`src/hdl/ogm_pkg.sv`:
```
package ogm_pkg;

  // Channel and configuration widths.
  localparam int IN_TDATA_W  = 24;
  localparam int IN_TUSER_W  = 2;
  localparam int OUT_TDATA_W = 48;
  localparam int CFG_IDX_W   = 3;
  localparam int CFG_DATA_W  = 10;

  // Occupancy value of a cell that has never been observed.
  localparam logic [7:0] CELL_UNKNOWN = 8'hFF;

  // Register indexes of the configuration port.
  localparam logic [CFG_IDX_W-1:0] REG_MAP_WIDTH  = 3'd0;
  localparam logic [CFG_IDX_W-1:0] REG_MAP_HEIGHT = 3'd1;
  localparam logic [CFG_IDX_W-1:0] REG_OFFSET_X   = 3'd2;
  localparam logic [CFG_IDX_W-1:0] REG_OFFSET_Y   = 3'd3;
  localparam logic [CFG_IDX_W-1:0] REG_OVERWRITE  = 3'd4;

  // Item actions carried on in_tuser.
  typedef enum logic [1:0] {
    ACT_DIFF    = 2'd0,
    ACT_MERGE   = 2'd1,
    ACT_BOX_CLR = 2'd2
  } act_t;

  // Controller states.
  typedef enum logic [1:0] {
    ST_CLEAR = 2'd0,
    ST_IDLE  = 2'd1,
    ST_ADDR  = 2'd2,
    ST_EVAL  = 2'd3
  } state_t;

  // Commands from the controller to the datapath.
  typedef struct packed {
    logic clr_step;
    logic item_load;
    logic eval;
  } ctrl_cmd_t;

  // Status from the datapath to the controller.
  typedef struct packed {
    logic clr_last;
    logic out_free;
  } dp_stat_t;

endpackage

```
`src/hdl/ogm_ctrl.sv`:
```
module ogm_ctrl (
  input  logic               clk,
  input  logic               rst_n,
  input  logic               in_tvalid,
  output logic               in_tready,
  input  ogm_pkg::dp_stat_t  stat,
  output ogm_pkg::ctrl_cmd_t cmd
);

  ogm_pkg::state_t state_r, state_nxt;

  // State register.
  always_ff @(posedge clk) begin
    if (!rst_n) begin
      state_r <= ogm_pkg::ST_CLEAR;
    end else begin
      state_r <= state_nxt;
    end
  end

  // Next state and commands.
  always_comb begin
    state_nxt     = state_r;
    in_tready     = 1'b0;
    cmd.clr_step  = 1'b0;
    cmd.item_load = 1'b0;
    cmd.eval      = 1'b0;
    case (state_r)
      ogm_pkg::ST_CLEAR: begin
        cmd.clr_step = 1'b1;
        if (stat.clr_last) begin
          state_nxt = ogm_pkg::ST_IDLE;
        end
      end
      ogm_pkg::ST_IDLE: begin
        in_tready = 1'b1;
        if (in_tvalid) begin
          cmd.item_load = 1'b1;
          state_nxt     = ogm_pkg::ST_ADDR;
        end
      end
      ogm_pkg::ST_ADDR: begin
        state_nxt = ogm_pkg::ST_EVAL;
      end
      ogm_pkg::ST_EVAL: begin
        if (stat.out_free) begin
          cmd.eval  = 1'b1;
          state_nxt = ogm_pkg::ST_IDLE;
        end
      end
      default: begin
        state_nxt = ogm_pkg::ST_CLEAR;
      end
    endcase
  end

endmodule

```
`config.mk`:
```
export PLATFORM = sky130hd
export DESIGN_NAME = ogm_ctrl
export DESIGN_NICKNAME = d
export VERILOG_FILES = /design/src/hdl/ogm_pkg.sv /design/src/hdl/ogm_ctrl.sv
export SDC_FILE = /design/constraint.sdc
export NUM_CORES = 1
export LEC_CHECK = 0
export BUFFER_PORTS_ARGS = -buffer_cell sky130_fd_sc_hd__buf_4
export CORE_AREA = 2 2 39 41
export DETAILED_ROUTE_END_ITERATION = 8
export DIE_AREA = 0 0 41 43
export PLACE_DENSITY_LB_ADDON = 0.2
export SKIP_LAST_GASP = 1
export SYNTH_ARGS = -nofsm -noshare
export SYNTH_HDL_FRONTEND = slang
export SYNTH_SLANG_ARGS = --single-unit
```
`constraint.sdc`:
```
create_clock -name clk -period 1.3 [get_ports clk]
set_input_delay 0.065 -clock clk [delete_from_list [all_inputs] [get_ports clk]]
set_output_delay 0.065 -clock clk [all_outputs]
set_load 0.005 [all_outputs]
```
# Yosys cells after proc, flatten, opt, wreduce, memory -nomap -nowiden
# Cells that the tools add are included.
# Widths: inputs -> output; s select.
[classes] muxes=10 n_eq_ne=6 reduce_logical=2
[op_table] op="$pmux 2 s4" count=1
[op_table] op="$mux 1" count=6
[op_table] op="$mux 2" count=3
[op_table] op="$ne 2x2->1 const B" count=3
[op_table] op="$eq 2x2->1 const B" count=2
[op_table] op="$reduce_and 3->1" count=1
[op_table] op="$eq 2x1->1 const B" count=1
[op_table] op="$logic_not 2->1" count=1
[word_totals] input_bits=5 reg_bits=2 output_inout_bits=4 wordCells=19

# Longest topological paths before layout
# Gate-level depths: netlist of run 1.
[logic_depth] ltp_word=3 mapped_depth=4

# Worst setup path after synthesis of run 1
# OpenSTA, ideal clock, no wires.
[synth_path] kind="register -> register" from="register state_r[0]" to="register state_r[0]" setup_time_ps=72 slack_ps=-61 t_required_ps=1228 arrival_ps=1289 stages_incl_launch_ff=5 period_less_slack_ps=1361 cell_sequence="dfxtp_1 inv_1 ha_1 a222oi_1 mux2i_1"
[synth_via] elab_chain_len=3 elab_cells_between_ends=9 classes_between="eq/ne: 6; mux: 1; reduce/logical: 2"
[synth_rtl] item="from (decl)" line="ogm_ctrl.sv:10" source="ogm_pkg::state_t state_r, state_nxt;"
[synth_rtl] item="from (signal assigned)" line="ogm_ctrl.sv:15" source="state_r <= ogm_pkg::ST_CLEAR;"
[synth_rtl] item="from (signal assigned)" line="ogm_ctrl.sv:17" source="state_r <= state_nxt;"
[synth_rtl] item="$eq 2x2->1 (tied with other cells)" line="ogm_ctrl.sv:28" source="case (state_r)"
[synth_rtl] item="$ne 2x2->1 (no source line)"
[synth_rtl] item="$reduce_and 3->1 (no source line)"
# Parallel ways exist; a longest one is shown, timed or not.
# A chain may end at the register's enable or synchronous reset.

# Worst setup path in the final report of run 1
[layout_path] from="register state_r[1]" to="register state_r[1]"
# The elaborated chain is that of the path after synthesis.

==> results of run 1 <==
## final timing paths
check	from	endpoint	slack, ns	cells after the start
max reg2reg	state_r[1]$_SDFFE_PN0P_	state_r[1]$_SDFFE_PN0P_	0.007	5
min reg2reg	state_r[1]$_SDFFE_PN0P_	state_r[1]$_SDFFE_PN0P_	0.62	3
max	state_r[1]$_SDFFE_PN0P_	state_r[1]$_SDFFE_PN0P_	0.007	5
min	rst_n	state_r[0]$_SDFFE_PN0P_	0.12	3
## power by group through the flow
stage	clock network, mW	logic, mW	registers, mW
6_report	0.137	0.389	0.125
5_1_grt	0.154	0.434	0.129
4_1_cts	0.149	0.274	0.104
3_5_place_dp	0	0.228	0.114
3_3_place_gp	0	0.223	0.113
2_1_floorplan	0	0.124	0.109
## cell families (layout without fill, tap and decap cells)
group | count (synthesis) | after routing
fa+ha+maj | 4 | 4
flops | 2 | 2
mux | 2 | 2
simple gates | 6 | 6
buf+inv | 5 | 23
compound gates | 1 | 1
## what timing repair did
action	in CTS	in global routing
resized for setup	2	7
setup buffers	2	4
endpoints found under the hold margin	0	0
pin swaps	2	1
gates cloned	0	0
setup endpoints to repair	2	2
## routing by layer
| metal | up-vias | track usage (%) | share of wire, % |
|---|---|---|---|
| met4 | 0 | 6.000 | 0 |
| met5 | - | 0 | 0 |
| met3 | 0 | 1.571 | 10 |
| met1 | 90 | 6.390 | 42 |
| li1 | 99 | - | - |
| met2 | 9 | 7.187 | 47 |
## synthesized netlist by cell type
library cell	number	share of area, %
ha_1	4	29
inv_1	4	8.8
nand2_1	3	6.6
dfxtp_1	2	23
mux2i_1	2	12
a222oi_1	1	5.8
and2_1	1	3.7
and2_2	1	4.4
clkinvlp_2	1	2.9
nand2b_1	1	3.7
## final cells by class
type,count,area (um^2)
flip-flops and latches,2,45.04
repair buffers,15,116.4
well taps,16,20.02
inverters,5,22.52
multi-input cells,13,148.9
clock buffers,3,22.52
fillers,153,1008
## worst register-to-register path: stages, from the launching register on
cell	delay, ns
dfxtp_2	0.34
inv_4	0.05
ha_4	0.15
a222oi_1	0.31
buf_4	0.18
mux2i_1	0.18
==> reports/results.ini, run 1 <==
[status]
run_status=complete, no violations

[setup_path]
end_kind=flip-flop
arrival_ns=1.43
worst-path-buf-inv=2
cp_max_fo=3
crit_type=flip-flop to flip-flop
startpoint_type=flip-flop
critPathTopFamily=flip-flops
max_stage_delay_ns=0.34
crit_chain=inv_4 -> ha_4 -> a222oi_1 -> buf_4 -> mux2i_1
critPathRequiredTime_ns=1.44
cpMaxStageDelayCell=dfxtp_2

[power_and_ir_drop]
p_leak_nw=0.1814
clkPwrFrac_pct=21.0
p_per_area_nw_per_um2=1735
internal_power_uw=443.1
vdd_drop_max_mv=0.7497
combPwrFrac_pct=59.8
seqPwrFrac_pct=19.3
p_sw_share_pct=31.96
report.power.total_uw=651.4
power_switching_uw=208.2

[synthesis]
synth_top_family_by_area=adder cells
post_synth_num_cell_types=10
yosys.area_share.simple_pct=18.25
synthMuxAreaShare_pct=11.68
ys_seq_elements=2
synthCells=20
yosysWarningCount=0
ys_seq_area_share_pct=23.36
synth_fa_ha_area_share_pct=29.20
synth_xor_area_share_pct=0
synth_fp_nets=29
synth_area_um2=171.4
synth_compound_area_share_pct=5.839
avgSynthCellArea_um2=8.571

[global_routing]
grt_max_degree=5
grt_remaining_overflow=0
track_usage_pct=5.511
grt_pass1_vias=169
antenna_found_initial=0
grt_pass1_wl_um=627

[cts]
clockBufferDepth=2
clock_latency_ns=0.22
hold_buffers=0
clock_sinks=2
cts_tree=yes
cts.reportedPaths.clkPinSlew_ns=0.03
htreeDepth=1
numCtsBuffers=3
cts-root-buf=clkbuf_4

[cells_and_area]
final_cell_mix=buf_4, nand2_1, ha_4, clkbuf_4
drive_gt1_share_pct=71.05
insertedDiodeCount=0
syn2layout_area_growth_pct=119.0
top_regs=state_r (2)
fin_cells=54
finalInstanceArea_um2=375.4
largest_register=state_r
largest_register_ffs=2
final_common_cell=buf_4
nets=49
final_core_util_pct=27.12

[detailed_routing]
drc_errors=0
drtIter0Drc=3
firstDrtPassIters=4
wire_per_inst_um=8.981
vias_per_cell=3.667
num_vias=198
wirelength_um=485
ant_nets=0

[timing]
slew_headroom_pct=81.62
finalCritPeriodShare_pct=99.46
drv_slew=0
worst_pin_slew_ns=0.2757
final.setup.tns_ns=0
fin_crit_ns=1.293
setup_violations=0
timing.hold.ws_ns=0.1183
hold_viol_final=0
setup_ws_ns=0.007011
rsz0062_at_grt=true
clock-skew-final_ns=0.004753
fmax_mhz=773.4

[floorplan]
die_area_um2=1763
io_pins=9
chipHeight_um=43
start_util_pct=12.39
core-area_um2=1384
fp-row-count=14
die_w_um=41

[placement]
dpl_cell_area_um2=264.0
hpwl_um=290.5
dp_cells=45
routabilityCongestion=0.6211
dp_slack_ns=-0.04007
io_buffers=8

[worst_hold_path]
hp-class=input pin to flip-flop

[run]
cap_violations=0

Power figures use the tool's default switching activity.
==> run 2, diff against run 1 <==
==> constraint.sdc (replaced) <==
create_clock -name clk -period 1.4 [get_ports clk]
set_input_delay 0.07 -clock clk [delete_from_list [all_inputs] [get_ports clk]]
set_output_delay 0.07 -clock clk [all_outputs]
set_load 0.005 [all_outputs]
==> reports/results.ini, run 2 (same netlist as run 1, synthesis figures left out) <==
[detailed_routing]
drc_errors=0  ; unchanged
wirelength_um=377  ; -22%
firstDrtPassIters=4  ; unchanged
drtIter0Drc=5  ; +2
num_vias=167  ; -16%
vias_per_cell=3.479  ; -5.1%
ant_nets=0  ; unchanged
wire_per_inst_um=7.854  ; -13%

[floorplan]
core-area_um2=1384  ; unchanged
fp-row-count=14  ; unchanged
chipHeight_um=43  ; unchanged
die_area_um2=1763  ; unchanged
die_w_um=41  ; unchanged
io_pins=9  ; unchanged
start_util_pct=12.39  ; unchanged

[cts]
clockBufferDepth=2  ; unchanged
cts_tree=yes
htreeDepth=1  ; unchanged
clock_sinks=2  ; unchanged
cts-root-buf=clkbuf_4
numCtsBuffers=3  ; unchanged
cts.reportedPaths.clkPinSlew_ns=0.03  ; about the same
clock_latency_ns=0.22  ; about the same

[timing]
fmax_mhz=762.2  ; -1.5%
drv_slew=0  ; unchanged
final.setup.tns_ns=0  ; unchanged
fin_crit_ns=1.312  ; +0.01907 ns
clock-skew-final_ns=0.003268  ; -0.001485 ns
setup_violations=0  ; unchanged
finalCritPeriodShare_pct=93.72  ; -5.7 points
worst_pin_slew_ns=0.2668  ; -0.008906 ns
hold_viol_final=0  ; unchanged
rsz0062_at_grt=false
slew_headroom_pct=82.21  ; +0.59 points

[placement]
hpwl_um=282.6  ; -2.7%
io_buffers=8  ; unchanged
dp_cells=45  ; unchanged
routabilityCongestion=0.6707  ; +8.0%
dpl_cell_area_um2=259.0  ; -1.9%

[power_and_ir_drop]
p_leak_nw=0.1490  ; -18%
report.power.total_uw=467.3  ; -28%
p_per_area_nw_per_um2=1550  ; -11%
vdd_drop_max_mv=0.4223  ; -44%

[setup_path]
max_stage_delay_ns=0.37  ; +0.03 ns
arrival_ns=1.45  ; +0.02 ns
cp_max_fo=5  ; +2
ff2ff_path_depth=5  ; unchanged
critPathTopFamily=flip-flops
worst-path-buf-inv=2  ; unchanged
crit_start=state_r[0]$_SDFFE_PN0P_
crit_chain=inv_2 -> ha_2 -> a222oi_1 -> buf_4 -> mux2i_1
cpMaxStageDelayCell=dfxtp_4
startpoint_type=flip-flop
end_kind=flip-flop
critPathRequiredTime_ns=1.54  ; +0.10 ns
worst-path-stages=5  ; unchanged
crit_type=flip-flop to flip-flop
r2r-start=state_r[0]$_SDFFE_PN0P_

[cells_and_area]
drive_gt1_share_pct=62.50  ; -8.6 points
nets=43  ; -12%
largest_register_ffs=2  ; unchanged
final_core_util_pct=21.79  ; -5.3 points
insertedDiodeCount=0  ; unchanged
top_regs=state_r (2)
fin_cells=48  ; -11%
final_common_cell=buf_4
finalInstanceArea_um2=301.5  ; -20%
final_cell_mix=buf_4, nand2_1, clkbuf_4
syn2layout_area_growth_pct=75.91
fillCellCount=151  ; -1.3%
largest_register=state_r

[global_routing]
grt_util_met3_pct=4.712  ; +3.1 points
grtUsageMet2_pct=6.250  ; -0.94 points
use_met1_pct=4.473  ; -1.9 points
grt_remaining_overflow=0  ; unchanged
antenna_found_initial=0  ; unchanged
grt_max_degree=6  ; +1
grt_pass1_wl_um=531  ; -15%
grt_pass1_vias=143  ; -15%
track_usage_pct=4.910  ; -0.60 points
grt_busiest_layer=met2

[run]
cap_violations=0  ; unchanged

[worst_hold_path]
min_path_cells=3  ; unchanged
min_from=rst_n
hp-class=input pin to flip-flop

[status]
run_status=complete, no violations

run 2: cell count changes in the layout (fill, tap and decap cells not counted):
cell   change
ha_1       +1
inv_4      -1
ha_2       +1
inv_2      +1
buf_4      -5
ha_4       -2
buf_6      -1
run 2: path summary, 6_finish.rpt:
| kind | to | slack [ns] |
|---|---|---|
| worst max-delay path | state_r[1]$_SDFFE_PN0P_ | 0.09 |
| worst min-delay path | state_r[0]$_SDFFE_PN0P_ | 0.13 |
| worst max register to register | state_r[1]$_SDFFE_PN0P_ | 0.09 |
| worst min register to register | state_r[1]$_SDFFE_PN0P_ | 0.48 |
run 2: stage by stage:
step / setup slack, ns / hold WS, ns
floorplan: 0.03914 / 0.2158
global placement: 0.001502 / 0.3734
detailed placement: 0.01388 / 0.3708
CTS: 0.01863 / 0.1228
global route: 0.007863 / 0.1322
finish: 0.08794 / 0.1284
run 2: layer usage:
metal,wire length [um],vias up
li1,-,86
met1,162,72
met2,161,9
met3,53,0
met4,0,0
met5,0,-
run 2: timing repair:
| action | in CTS | in global routing |
|---|---|---|
| gates resized for setup | 1 | 7 |
| hold buffers | 0 | 0 |
| pin swaps | 0 | 1 |
| setup endpoints to repair | 2 | 2 |
| buffers inserted | 0 | 0 |
run 2: final cells by class:
type	instances	area, um^2	area share [%]
Multi-Input combinational cell	13	126.4	41.91
Timing Repair Buffer	9	67.56	22.41
Sequential cell	2	45.04	14.94
Clock buffer	3	22.52	7.469
Inverter	5	20.02	6.639
Tap cell	16	20.02	6.639
run 2: tightest hold or removal path, delay by kind of cell:
family,cells,cell delay (ns)
muxes,1,0.05
buffers and inverters,1,0.12
and+or+nand+nor,1,0.06
run 2: where the power goes:
| part | switching, mW | internal (mW) | leakage [nW] |
|---|---|---|---|
| Clock | 0.0299 | 0.0943 | 0.0138 |
| Combinational | 0.0855 | 0.139 | 0.118 |
| Sequential | 0.0319 | 0.0868 | 0.0175 |
==> run 3, diff against run 2 <==
--- a/config.mk
+++ b/config.mk
@@ -6,6 +6,8 @@
 export NUM_CORES = 1
 export LEC_CHECK = 0
 export BUFFER_PORTS_ARGS = -buffer_cell sky130_fd_sc_hd__buf_4
+export CELL_PAD_IN_SITES_DETAIL_PLACEMENT = 0
+export CELL_PAD_IN_SITES_GLOBAL_PLACEMENT = 1
 export CORE_AREA = 2 2 39 41
 export DETAILED_ROUTE_END_ITERATION = 8
 export DIE_AREA = 0 0 41 43
==> reports/results.ini, run 3 (same netlist as run 1, synthesis figures left out) <==
[cells_and_area]
largest_register=state_r
top_regs=state_r (2)
drive_gt1_share_pct=54.55  ; -8.0 points
fillCellCount=155  ; +2.6%
finalInstanceArea_um2=294.0  ; -2.5%
nets=44  ; +2.3%
fin_cells=49  ; +2.1%
largest_register_ffs=2  ; unchanged
final_core_util_pct=21.25  ; -0.54 points
final_cell_mix=buf_4, inv_1, nand2_1, ha_1, clkbuf_4
final_common_cell=buf_4
insertedDiodeCount=0  ; unchanged
syn2layout_area_growth_pct=71.53

[cts]
numCtsBuffers=3  ; unchanged
cts-root-buf=clkbuf_4
cts_setup_buffers=0  ; unchanged
cts_tree=yes
hold_buffers=0  ; unchanged
clock_sinks=2  ; unchanged
clockBufferDepth=2  ; unchanged
cts_resized=0  ; -1
cts.reportedPaths.clkPinSlew_ns=0.03  ; about the same
clock_latency_ns=0.23  ; about the same
htreeDepth=1  ; unchanged

[power_and_ir_drop]
vdd_drop_max_mv=0.3135  ; -26%
p_leak_nw=0.1534  ; +3.0%
p_per_area_nw_per_um2=1568  ; +1.2%

[setup_path]
crit_type=flip-flop to flip-flop
critPathRequiredTime_ns=1.55  ; about the same
r2r-start=state_r[1]$_SDFFE_PN0P_
end_kind=flip-flop
crit_start=state_r[1]$_SDFFE_PN0P_
arrival_ns=1.46  ; about the same
startpoint_type=flip-flop
cp_max_fo=3  ; -2

[placement]
routabilityCongestion=0.6312  ; -5.9%
dp_cells=46  ; +2.2%
io_buffers=8  ; unchanged
hpwl_um=313.1  ; +11%
dpl_cell_area_um2=266.5  ; +2.9%

[timing]
slew_headroom_pct=82.64  ; +0.42 points
fmax_mhz=761.3  ; -0.11%
fin_crit_ns=1.313  ; +0.001408 ns
clock-skew-final_ns=0.002116  ; -0.001152 ns
drv_slew=0  ; unchanged
setup_violations=0  ; unchanged
finalCritPeriodShare_pct=93.82  ; +0.10 points
hold_viol_final=0  ; unchanged
worst_pin_slew_ns=0.2605  ; -0.006364 ns
rsz0062_at_grt=false

[global_routing]
grt_remaining_overflow=0  ; unchanged
track_usage_pct=6.413  ; +1.5 points
grt_pass1_vias=180  ; +26%
grt_pass1_wl_um=648  ; +22%
antenna_found_initial=0  ; unchanged
grt_max_degree=5  ; -1

[floorplan]
core-area_um2=1384  ; unchanged
chipHeight_um=43  ; unchanged
die_area_um2=1763  ; unchanged
die_w_um=41  ; unchanged
io_pins=9  ; unchanged
start_util_pct=12.39  ; unchanged
fp-row-count=14  ; unchanged

[detailed_routing]
vias_per_cell=3.490  ; +0.31%
drc_errors=0  ; unchanged
wire_per_inst_um=7.510  ; -4.4%
firstDrtPassIters=4  ; unchanged
num_vias=171  ; +2.4%
wirelength_um=368  ; -2.4%
ant_nets=0  ; unchanged
drtIter0Drc=3  ; -2

[run]
cap_violations=0  ; unchanged

[worst_hold_path]
hp-class=input pin to flip-flop
min_from=rst_n

[status]
run_status=complete, no violations

==> run 3: worst max-delay path, cell delays in order, from the launching register on <==
cell and delay, ns:
dfxtp_2 0.32, inv_1 0.07, ha_2 0.18, a222oi_1 0.32, buf_4 0.18, mux2i_1 0.16
==> run 3: where the power goes <==
part	switching, mW	internal (mW)	leakage, nW	total (mW)
Sequential	0.0174	0.0818	0.0172	0.0992
Clock	0.0337	0.0945	0.0138	0.128
Combinational	0.0906	0.143	0.122	0.234
==> run 3: per-stage QoR <==
step | worst slack [ns] | setup TNS (ns) | power, mW | hold slack [ns]
floorplan | 0.03914 | 0 | 0.2090 | 0.2158
global placement | -0.01078 | -0.01078 | 0.3399 | 0.3576
detailed placement | 0.03133 | 0 | 0.3325 | 0.3578
CTS | 0.02700 | 0 | 0.4690 | 0.1160
global route | 0.006203 | 0 | 0.5124 | 0.1054
finish | 0.08653 | 0 | 0.4611 | 0.1159
==> run 3: cell type report <==
cell class                 count  area, um^2  share of cell area (%)
multi-input combinational     13       113.9                   38.72
clock buffer                   3       22.52                   7.660
inverter                       5       20.02                   6.809
tap                           16       20.02                   6.809
timing repair buffer          10       75.07                   25.53
sequential                     2       42.54                   14.47
==> run 3: routing by layer <==
layer | global-route usage [%] | vias to the layer above | share of wire, %
li1 | - | 89 | -
met1 | 4.473 | 72 | 34
met2 | 7.813 | 8 | 47
met3 | 6.806 | 2 | 14
met4 | 8.000 | 0 | 3.8
met5 | 0 | - | 0
==> run 3: path summary, 6_finish.rpt <==
kind,endpoint,slack (ns),depth (start not counted)
max,state_r[1]$_SDFFE_PN0P_,0.09,5
max reg2reg,state_r[1]$_SDFFE_PN0P_,0.09,5
min,state_r[0]$_SDFFE_PN0P_,0.12,3
min reg2reg,state_r[1]$_SDFFE_PN0P_,0.47,2
